## config.mk

```make
export PLATFORM = sky130hd
export DESIGN_NAME = multi_sensor_fifo_drain_controller_flat
export DESIGN_NICKNAME = d
export VERILOG_FILES = /design/src/rtl/core/msfdc_pkg.sv /design/src/rtl/core/msfdc_req_if.sv /design/src/rtl/core/msfdc_rsp_if.sv /design/src/rtl/core/multi_sensor_fifo_drain_controller.sv /design/src/flat_wrapper.sv
export VERILOG_INCLUDE_DIRS = /design/src /design/src/rtl/core
export SDC_FILE = /design/constraint.sdc
export NUM_CORES = 1
export LEC_CHECK = 0
export BUFFER_PORTS_ARGS = -buffer_cell sky130_fd_sc_hd__clkbuf_2
export CAP_MARGIN = 20
export CELL_PAD_IN_SITES_DETAIL_PLACEMENT = 0
export CELL_PAD_IN_SITES_GLOBAL_PLACEMENT = 1
export CORE_MARGIN = 2
export CORE_UTILIZATION = 45
export DETAILED_ROUTE_END_ITERATION = 10
export PLACE_DENSITY = 0.79
export SLEW_MARGIN = 5
export SYNTH_ARGS = -nofsm -noshare
export SYNTH_HDL_FRONTEND = slang
export SYNTH_SLANG_ARGS = --single-unit
```

## constraint.sdc

```tcl
create_clock -name clock -period 13.9 [get_ports clock]
set_input_delay 1.39 -clock clock [delete_from_list [all_inputs] [get_ports clock]]
set_output_delay 1.39 -clock clock [all_outputs]
set_load 0.005 [all_outputs]
```

## src/rtl/core/multi_sensor_fifo_drain_controller_assert.svh

```systemverilog
// Assertion macros for the multi-sensor FIFO drain controller.
// Expects signals named clock and reset in the including scope.
`ifndef MULTI_SENSOR_FIFO_DRAIN_CONTROLLER_ASSERT_SVH
`define MULTI_SENSOR_FIFO_DRAIN_CONTROLLER_ASSERT_SVH

// Condition that holds at every edge out of reset.
`define MSFDC_ASSERT_ALWAYS(lbl, cond, msg) \
   lbl: assert property (@(posedge clock) disable iff (reset) (cond)) else $error(msg);

// Antecedent at one edge implies consequent at the next.
`define MSFDC_ASSERT_NEXT(lbl, ante, cons, msg) \
   lbl: assert property (@(posedge clock) disable iff (reset) (ante) |=> (cons)) else $error(msg);

`endif

```

## src/rtl/core/msfdc_pkg.sv

```systemverilog
// Shared types and constants for the multi-sensor FIFO drain controller.
// No dependencies; used by the channel interfaces and the top level.
package msfdc_pkg;

   localparam int Sensors = 4;
   localparam logic [9:0] MaxDrain = 10'd512;
   localparam logic [7:0] SensorMask = 8'((1 << Sensors) - 1);
   localparam logic [4:0] SampleTag = 5'd2;
   localparam logic [1:0] CountHighMask = 2'b11;
   localparam int OverrunBit = 6;

   typedef enum logic [2:0] {
      ModeWatermark = 3'd0,
      ModeService   = 3'd1,
      ModeWord      = 3'd2,
      ModeComplete  = 3'd3,
      ModeBusError  = 3'd4
   } mode_type;

   typedef enum logic [3:0] {
      KindMarked     = 4'd0,
      KindIgnored    = 4'd1,
      KindIdle       = 4'd2,
      KindStatusFail = 4'd3,
      KindEmpty      = 4'd4,
      KindStarted    = 4'd5,
      KindStartFail  = 4'd6,
      KindSample     = 4'd7,
      KindSkipped    = 4'd8,
      KindComplete   = 4'd9,
      KindError      = 4'd10
   } kind_type;

   typedef struct packed {
      logic [2:0]  mode;
      logic [2:0]  sensor;
      logic [7:0]  status_low;
      logic [7:0]  status_high;
      logic        status_ok;
      logic        start_ok;
      logic [7:0]  tag_byte;
      logic [47:0] word_data;
   } req_type;

   typedef struct packed {
      kind_type           kind;
      logic [2:0]         sensor_out;
      logic [9:0]         word_count;
      logic [12:0]        byte_count;
      logic signed [15:0] sample_x;
      logic signed [15:0] sample_y;
      logic signed [15:0] sample_z;
      logic [9:0]         sample_index;
      logic [15:0]        overrun_count;
      logic [15:0]        error_count;
   } rsp_type;

endpackage

```

## src/rtl/core/msfdc_req_if.sv

```systemverilog
// Request channel: valid/ready handshake carrying one event or FIFO word.
// Depends on msfdc_pkg for the payload type.
interface msfdc_req_if;
   logic               valid;
   logic               ready;
   msfdc_pkg::req_type payload;

   modport source (output valid, output payload, input ready);
   modport sink (input valid, input payload, output ready);
endinterface

```

## src/rtl/core/msfdc_rsp_if.sv

```systemverilog
// Response channel: valid/ready handshake carrying one result.
// Depends on msfdc_pkg for the payload type.
interface msfdc_rsp_if;
   logic               valid;
   logic               ready;
   msfdc_pkg::rsp_type payload;

   modport source (output valid, output payload, input ready);
   modport sink (input valid, input payload, output ready);
endinterface

```

## src/rtl/core/multi_sensor_fifo_drain_controller.sv

```systemverilog
// Drain controller for the FIFOs of several accelerometers on one bus. Each request
// transfer (watermark, service, FIFO word, burst complete, bus error) gives exactly one
// response transfer. Sustained rate is one item per clock while responses are taken.
// A result is held first in the input register, then in the result register, and is
// offered from the result register. The state update and decode sit between those two
// registers, so the rate is set by that single pass. Both sides stall independently;
// the input register takes a new item whenever it is empty or its item moves on to the
// result register in the same cycle.
// Depends on msfdc_pkg, msfdc_req_if, msfdc_rsp_if and the assertion header.
`include "multi_sensor_fifo_drain_controller_assert.svh"

module multi_sensor_fifo_drain_controller (
   input logic         clock,
   input logic         reset,
   msfdc_req_if.sink   req_chan,
   msfdc_rsp_if.source rsp_chan
);

   msfdc_pkg::req_type in_ff;
   logic               in_valid_ff;
   msfdc_pkg::rsp_type out_ff, res;
   logic               out_valid_ff;
   logic               advance;

   logic [7:0]  pending_ff, pending_in;
   logic        busy_ff, busy_in;
   logic [2:0]  active_ff, active_in;
   logic [9:0]  burst_ff, burst_in;
   logic [9:0]  seen_ff, seen_in;
   logic [9:0]  samples_ff, samples_in;
   logic [15:0] overruns_ff, overruns_in;
   logic [15:0] failures_ff, failures_in;

   logic        found;
   logic [2:0]  sel;
   logic [9:0]  words_raw, words;
   logic [7:0]  active_bit;

   assign advance        = in_valid_ff && (!out_valid_ff || rsp_chan.ready);
   assign req_chan.ready = !in_valid_ff || advance;
   assign rsp_chan.valid = out_valid_ff;
   assign rsp_chan.payload = out_ff;

   // lowest pending sensor wins
   always_comb begin
      found = 1'b0;
      sel   = 3'd0;
      for (int i = msfdc_pkg::Sensors - 1; i >= 0; i--) begin
         if (pending_ff[i]) begin
            found = 1'b1;
            sel   = 3'(i);
         end
      end
   end

   assign words_raw  = {in_ff.status_high[1:0] & msfdc_pkg::CountHighMask,
                        in_ff.status_low};
   assign words      = (words_raw > msfdc_pkg::MaxDrain) ? msfdc_pkg::MaxDrain : words_raw;
   assign active_bit = 8'b1 << active_ff;

   always_comb begin
      pending_in  = pending_ff;
      busy_in     = busy_ff;
      active_in   = active_ff;
      burst_in    = burst_ff;
      seen_in     = seen_ff;
      samples_in  = samples_ff;
      overruns_in = overruns_ff;
      failures_in = failures_ff;

      res              = '0;
      res.kind         = msfdc_pkg::KindIgnored;
      res.sensor_out   = active_ff;

      unique case (in_ff.mode)
         msfdc_pkg::ModeWatermark: begin
            res.sensor_out = in_ff.sensor;
            if (32'(in_ff.sensor) < msfdc_pkg::Sensors) begin
               pending_in = pending_ff | (8'b1 << in_ff.sensor);
               res.kind   = msfdc_pkg::KindMarked;
            end
         end
         msfdc_pkg::ModeService: begin
            if (busy_ff || !found) begin
               res.kind = msfdc_pkg::KindIdle;
            end else begin
               pending_in     = pending_ff & ~(8'b1 << sel);
               res.sensor_out = sel;
               if (!in_ff.status_ok) begin
                  res.kind = msfdc_pkg::KindStatusFail;
               end else begin
                  if (in_ff.status_high[msfdc_pkg::OverrunBit])
                     overruns_in = overruns_ff + 16'd1;
                  if (words_raw == 10'd0) begin
                     res.kind = msfdc_pkg::KindEmpty;
                  end else begin
                     active_in      = sel;
                     burst_in       = words;
                     seen_in        = 10'd0;
                     samples_in     = 10'd0;
                     res.word_count = words;
                     // 1 + 7 * words, as 8 * words - words + 1
                     res.byte_count = {words, 3'b000} - {3'b000, words} + 13'd1;
                     if (in_ff.start_ok) begin
                        busy_in  = 1'b1;
                        res.kind = msfdc_pkg::KindStarted;
                     end else begin
                        busy_in     = 1'b0;
                        failures_in = failures_ff + 16'd1;
                        res.kind    = msfdc_pkg::KindStartFail;
                     end
                  end
               end
            end
         end
         msfdc_pkg::ModeWord: begin
            res.kind = msfdc_pkg::KindSkipped;
            if (busy_ff && seen_ff < burst_ff) begin
               seen_in = seen_ff + 10'd1;
               if (in_ff.tag_byte[7:3] == msfdc_pkg::SampleTag &&
                   samples_ff < msfdc_pkg::MaxDrain) begin
                  res.sample_x     = in_ff.word_data[15:0];
                  res.sample_y     = in_ff.word_data[31:16];
                  res.sample_z     = in_ff.word_data[47:32];
                  res.sample_index = samples_ff;
                  samples_in       = samples_ff + 10'd1;
                  res.kind         = msfdc_pkg::KindSample;
               end
            end
         end
         msfdc_pkg::ModeComplete: begin
            if (busy_ff) begin
               busy_in          = 1'b0;
               pending_in       = pending_ff | active_bit;
               res.sample_index = samples_ff;
               res.kind         = msfdc_pkg::KindComplete;
            end
         end
         msfdc_pkg::ModeBusError: begin
            busy_in     = 1'b0;
            failures_in = failures_ff + 16'd1;
            pending_in  = pending_ff | active_bit;
            res.kind    = msfdc_pkg::KindError;
         end
         default: begin
            res.kind = msfdc_pkg::KindIgnored;
         end
      endcase

      res.overrun_count = overruns_in;
      res.error_count   = failures_in;
   end

   always_ff @(posedge clock) begin
      if (reset) begin
         in_valid_ff  <= 1'b0;
         out_valid_ff <= 1'b0;
         pending_ff   <= '0;
         busy_ff      <= 1'b0;
         active_ff    <= '0;
         burst_ff     <= '0;
         seen_ff      <= '0;
         samples_ff   <= '0;
         overruns_ff  <= '0;
         failures_ff  <= '0;
      end else begin
         if (req_chan.ready)
            in_valid_ff <= req_chan.valid;
         if (advance)
            out_valid_ff <= 1'b1;
         else if (rsp_chan.ready)
            out_valid_ff <= 1'b0;
         if (advance) begin
            pending_ff  <= pending_in;
            busy_ff     <= busy_in;
            active_ff   <= active_in;
            burst_ff    <= burst_in;
            seen_ff     <= seen_in;
            samples_ff  <= samples_in;
            overruns_ff <= overruns_in;
            failures_ff <= failures_in;
         end
      end
   end

   // payload registers, no reset
   always_ff @(posedge clock) begin
      if (req_chan.valid && req_chan.ready)
         in_ff <= req_chan.payload;
      if (advance)
         out_ff <= res;
   end

   `MSFDC_ASSERT_ALWAYS(pending_in_range, (pending_ff & ~msfdc_pkg::SensorMask) == 8'd0, "pending bit beyond sensor count")
   `MSFDC_ASSERT_ALWAYS(active_in_range, 32'(active_ff) < msfdc_pkg::Sensors, "active sensor out of range")
   `MSFDC_ASSERT_ALWAYS(seen_within_burst, seen_ff <= burst_ff, "more words seen than burst holds")
   `MSFDC_ASSERT_ALWAYS(samples_within_seen, samples_ff <= seen_ff, "more samples than words seen")
   `MSFDC_ASSERT_NEXT(start_sets_busy, advance && res.kind == msfdc_pkg::KindStarted, busy_ff, "started burst did not set busy")

endmodule

```

## src/flat_wrapper.sv

```systemverilog
// flat-port wrapper written by rule: the top's interface ports become plain ports
module multi_sensor_fifo_drain_controller_flat 
  (clock, reset, req_chan_valid, req_chan_payload, req_chan_ready, rsp_chan_valid, rsp_chan_payload, rsp_chan_ready);
  msfdc_req_if req_chan_i ();
  msfdc_rsp_if rsp_chan_i ();
  input logic clock;
  input logic reset;
  input wire logic [$bits(req_chan_i.valid)-1:0] req_chan_valid;
  input wire logic [$bits(req_chan_i.payload)-1:0] req_chan_payload;
  output wire logic [$bits(req_chan_i.ready)-1:0] req_chan_ready;
  output wire logic [$bits(rsp_chan_i.valid)-1:0] rsp_chan_valid;
  output wire logic [$bits(rsp_chan_i.payload)-1:0] rsp_chan_payload;
  input wire logic [$bits(rsp_chan_i.ready)-1:0] rsp_chan_ready;
  assign req_chan_i.valid = req_chan_valid;
  assign req_chan_i.payload = req_chan_payload;
  assign req_chan_ready = req_chan_i.ready;
  assign rsp_chan_valid = rsp_chan_i.valid;
  assign rsp_chan_payload = rsp_chan_i.payload;
  assign rsp_chan_i.ready = rsp_chan_ready;
  multi_sensor_fifo_drain_controller u_core (.clock(clock), .reset(reset), .req_chan(req_chan_i), .rsp_chan(rsp_chan_i));
endmodule
```

Yosys cells after proc, flatten, opt, wreduce, memory -nomap -nowiden. Index checks and enable logic that the tools add are counted.

Add/subtract/negate cells: 6. Order comparisons: 4. Equality and inequality tests: 12. Shifts and indexed selects: 3. Muxes and demuxes: 54. Bitwise gates (word level): 8. Reduce and logical (&&, ||, !) cells: 24.

Operators by type and width (number): 16-bit 2-to-1 mux (8); 10-bit 2-to-1 mux (10); 10-bit case mux with 2 select lines (3); 23-bit 2-to-1 mux (2); 16-bit by 1-bit adder with 16-bit output (second input constant) (2); 16-bit case mux with 2 select lines (1); 8-bit case mux with 4 select lines (1); 26-bit 2-to-1 mux (1); 4-bit 2-to-1 mux (6); 8-bit 2-to-1 mux (3); 10-bit by 1-bit adder with 10-bit output (second input constant) (2); 4-bit case mux with 5 select lines (1); 8-bit OR (2); 1-bit by 3-bit left shift with 8-bit output (first input constant) (2); 5-bit AND reduction (3); 13-bit by 1-bit adder with 13-bit output (second input constant) (1); 13-bit by 10-bit subtractor with 13-bit output (1); 1-bit 2-to-1 mux (11); 10-bit greater-than comparator (second input constant) (1); 10-bit logical NOT (1); 10-bit less-than comparator (1); 10-bit less-than comparator (second input constant) (1); 2-bit 2-to-1 mux (5); 2-bit by 1-bit inequality test with 1-bit output (second input constant) (5); other kinds (23) (37).

Bits in registers: 275. Output and inout bits: 122. Word-level logic and storage cells: 139.

Logic depth before layout (Yosys ltp).
Depth after elaboration: 9. Depth in mapped cells: 10.

Worst setup path before layout. OpenSTA, ideal clock, no wires.

Kind: in2reg. Start: input port rsp_chan_ready. End: register u_core.pending_ff[3]. Library setup time: 132 ps. Arrival time: 6235 ps. Data required time: 13768 ps. Setup slack: 7534 ps. Cell stages on the path: 8. Path buffers: 2. Cells stage by stage: nand2b_1 -> nand2_1 -> inv_1 -> clkbuf_1 -> clkbuf_1 -> nand2_1 -> nor4_1 -> nor3_1.

Cells in the longest elaborated chain, start to end: 3.

Ends and longest elaborated chain: start, declared (line flat_wrapper.sv:13) `input wire logic [$bits(rsp_chan_i.ready)-1:0] rsp_chan_ready;`; 1-bit logical OR (line multi_sensor_fifo_drain_controller.sv:39) `assign advance = in_valid_ff && (!out_valid_ff || rsp_chan.ready);`; 1-bit logical AND (line multi_sensor_fifo_drain_controller.sv:39); via u_core.advance (line multi_sensor_fifo_drain_controller.sv:23) `logic advance;`; 5-bit AND reduction (no line); end signal, assigned (line multi_sensor_fifo_drain_controller.sv:174) `pending_ff <= pending_in;`; end, declared (line multi_sensor_fifo_drain_controller.sv:25) `logic [7:0] pending_ff, pending_in;`.

The timed path passes the listed nets, and every way through them passes these cells. A chain may end at the register's enable or synchronous reset.

Worst setup path in the final report.
Start: input port rsp_chan_ready. End: register u_core.overruns_ff[13].

Cells in the longest elaborated chain, start to end: 2.

Ends and longest elaborated chain: 1-bit logical OR (line multi_sensor_fifo_drain_controller.sv:39); 1-bit logical AND (line multi_sensor_fifo_drain_controller.sv:39); end signal, assigned (line multi_sensor_fifo_drain_controller.sv:180) `overruns_ff <= overruns_in;`; end, declared (line multi_sensor_fifo_drain_controller.sv:31) `logic [15:0] overruns_ff, overruns_in;`.

No other way between the ends.

==> impl_metrics.yaml <==
placed_design:
  placed_cell_area_um2: 12300
  dp.final_hpwl_mm: 15.9
  routabilityCongestion: 0.844
  numPortBuffers: 197
logic_synthesis:
  syn_inst: 906
  synth_area_per_cell_um2: 12.2
  synth_area_leaders: "edfxtp_1 (52%), dfxtp_1 (13%), and2_1 (3.3%)"
  ys.flop_type: "edfxtp_1"
  yosys.area.top_type: "edfxtp_1"
  synth_top_area_share: 0.518
  synth_edf_count: 191
  ys_warn_count: 0
  async_flop_share: 0
  synth_area_um2: 11100
  synth_seq_cells: 262
  yosys.cell_types.count: 66
  synth_fp_nets: 1010
  seq_area_frac_synth: 0.647
timing:
  final_max_slew_viol_count: 0
  rsz0062_at_grt: "no"
  fmax_mhz: 262
  skew_ns: 0.0258
  max_slew.worst_pin.slew_ns: 0.979
  slew_headroom: 0.347
  hold_ws_ns: 0.455
  setup_viol: 0
  period_share: 0.275
  fin_setup_tns_ns: 0
  hold_violations: 0
  fin_crit_ns: 3.82
setup_path:
  worstPathArrival_ns: 4.28
  worstSetupEndpointType: "flop"
  required_ns: 14.36
  startpoint_type: "input port"
  crit_path_top_delay_cell: "buf_4"
  rr_worst_depth: 6
  path_depth: 8
  critPathMaxStageDelay_ns: 0.86
  crit_chain: "clkbuf_2 > nand2b_1 > nand2_1 > inv_6 > buf_4 > nand3_1 > or3_1 > a21oi_1"
  worstSetupPathType: "in2reg"
  critPathBufInv: 3
  cpLargestDelayFamily: "buffers and inverters"
  crit_fanout: 79
die:
  core-area_um2: 24200
  die_area_um2: 25900
  dieWidth_um: 161
  ios: 206
  initial_core_util: 0.456
  die_height_um: 161
  fp-row-count: 57
clocking:
  numClockSinks: 262
  cts_made_buffers: 28
  ctsHoldBuffers: 0
  cts_resized: 0
  cts_setup_buffers: 0
  cts_tree: "built"
  cts_buffer_depth: 3
  clkTransAtPathRegs_ns: 0.06
  cts_root_buf: "clkbuf_16"
  clk_latency_ns: 0.55
  cts_max_level: 1
power_and_ir_drop:
  ir_drop_uv: 100
  leakagePower_nw: 5.11
  power_density_nw_per_um2: 128
  p_seq_frac: 0.514
  power.net_switching_mw: 0.358
  p_int_mw: 1.34
  total_power_mw: 1.70
  p_clk_frac: 0.441
  swShare: 0.210
  comb_power_share: 0.045
global_route:
  antenna_found_initial: 0
  met3_usage: 0.0653
  grt_max_degree: 80
  met2_usage: 0.283
  grtUsageMet1: 0.243
  grt_pass1_wl_mm: 37.7
  grt_pass1_vias: 7203
  top_usage_layer: "met2"
  track_usage: 0.181
  grt_overflow: 0
cells_and_area:
  utilization: 0.548
  drive_gt1_frac: 0.246
  antennaDiodeCount: 0
  area_growth_pct: 20.0
  mostFrequentLayoutCells: "clkbuf_2 (197), edfxtp_1 (191), nor2_1 (96)"
  fin_area_um2: 13300
  layout_commonest_cell: "clkbuf_2"
  fin_nets: 1203
min_path:
  hold_depth: 2
  hold_path.class: "reg2reg"
run_status:
  status: "completed"
detailed_routing:
  drc: 0
  antenna_left: 0
  drtIter0Drc: 494
  wire_per_inst_um: 16.1
  viasPerCell: 5.09
  route.vias.total: 7360
  finalWirelength_mm: 23.3
  first_pass_iters: 4
run:
  maxCapViolCount: 0
-- worst paths after layout --
check             slack, ns                            start                             endpoint
setup / recovery      10.08                   rsp_chan_ready  u_core.overruns_ff[13]$_SDFFE_PP0P_
hold / removal         0.45  u_core.burst_ff[3]$_SDFFE_PP0P_      u_core.burst_ff[3]$_SDFFE_PP0P_
setup reg to reg      10.19       u_core.in_ff[77]$_DFFE_PP_    u_core.samples_ff[9]$_SDFFE_PP0P_
hold reg to reg        0.45  u_core.burst_ff[3]$_SDFFE_PP0P_      u_core.burst_ff[3]$_SDFFE_PP0P_
-- sequential cells by signal, summed over array words and instances (netlist names) --
signal / count
u_core.busy_ff: 1
u_core.pending_ff: 4
u_core.active_ff: 2
u_core.rsp_chan.valid: 1
u_core.burst_ff: 10
u_core.rsp_chan.payload: 119
u_core.failures_ff: 16
u_core.in_valid_ff: 1
u_core.seen_ff: 10
u_core.overruns_ff: 16
u_core.in_ff: 72
u_core.samples_ff: 10
-- area by class of cell --
type | count | area (um2)
fill | 2149 | 11000
multi-input combinational | 576 | 3630
clock inverter | 17 | 174
tap | 324 | 405
timing repair buffer | 202 | 1020
inverter | 29 | 114
clock buffer | 35 | 777
sequential | 262 | 7160
-- power groups by stage --
stage | registers, mW | clock network, mW | logic, mW
after floorplan | 0.892 | 0 | 0.0403
after detailed placement | 0.892 | 0 | 0.0774
after global routing | 0.877 | 0.801 | 0.0854
after CTS | 0.875 | 0.773 | 0.0780
final | 0.875 | 0.752 | 0.0764
after global placement | 0.891 | 0 | 0.0768
-- cell usage after synthesis (16+ instances only) --
library cell    n
or3_1          21
a21oi_1        50
o21ai_0        25
inv_1          29
nand3_1        30
clkbuf_1       29
xnor2_1        36
dfxtp_1        71
nor2_1         96
nand2_1        64
nand4_1        16
edfxtp_1      191
xor2_1         26
ha_1           20
and2_1         59
-- metal layers --
metal  vias up  routed length (um)
li1       3663                   -
met1      3458               10500
met2       205               10300
met3        34                2080
met4         0                 408
met5         -                   0
-- worst reg2reg max path, cell delays in order (launching register included) --
cell	delay, ns
edfxtp_1	0.67
or4b_1	0.69
nor3b_4	0.49
nand3_1	0.67
nand2_1	0.69
nor3_1	0.15
a22o_1	0.22
-- kinds of logic after synthesis --
family | after synthesis | share of synthesized area
and+or+nand+nor | 368 | 0.183
DFF | 262 | 0.647
AOI/OAI and AO/OA | 120 | 0.0674
buffers and inverters | 68 | 0.0252
xor gates and xnor gates | 62 | 0.0491
adders and majority gates | 20 | 0.0226
muxes | 6 | 0.00565
-- stage by stage --
step / std cells / setup slack (ns)
2_1_floorplan: 906 / 7.53
3_3_place_gp: 1393 / 9.55
3_5_place_dp: 1393 / 9.45
4_1_cts: 1445 / 10.01
5_1_grt: 1445 / 9.73
6_report: 1445 / 10.08
(Power assumes the default switching activity.)
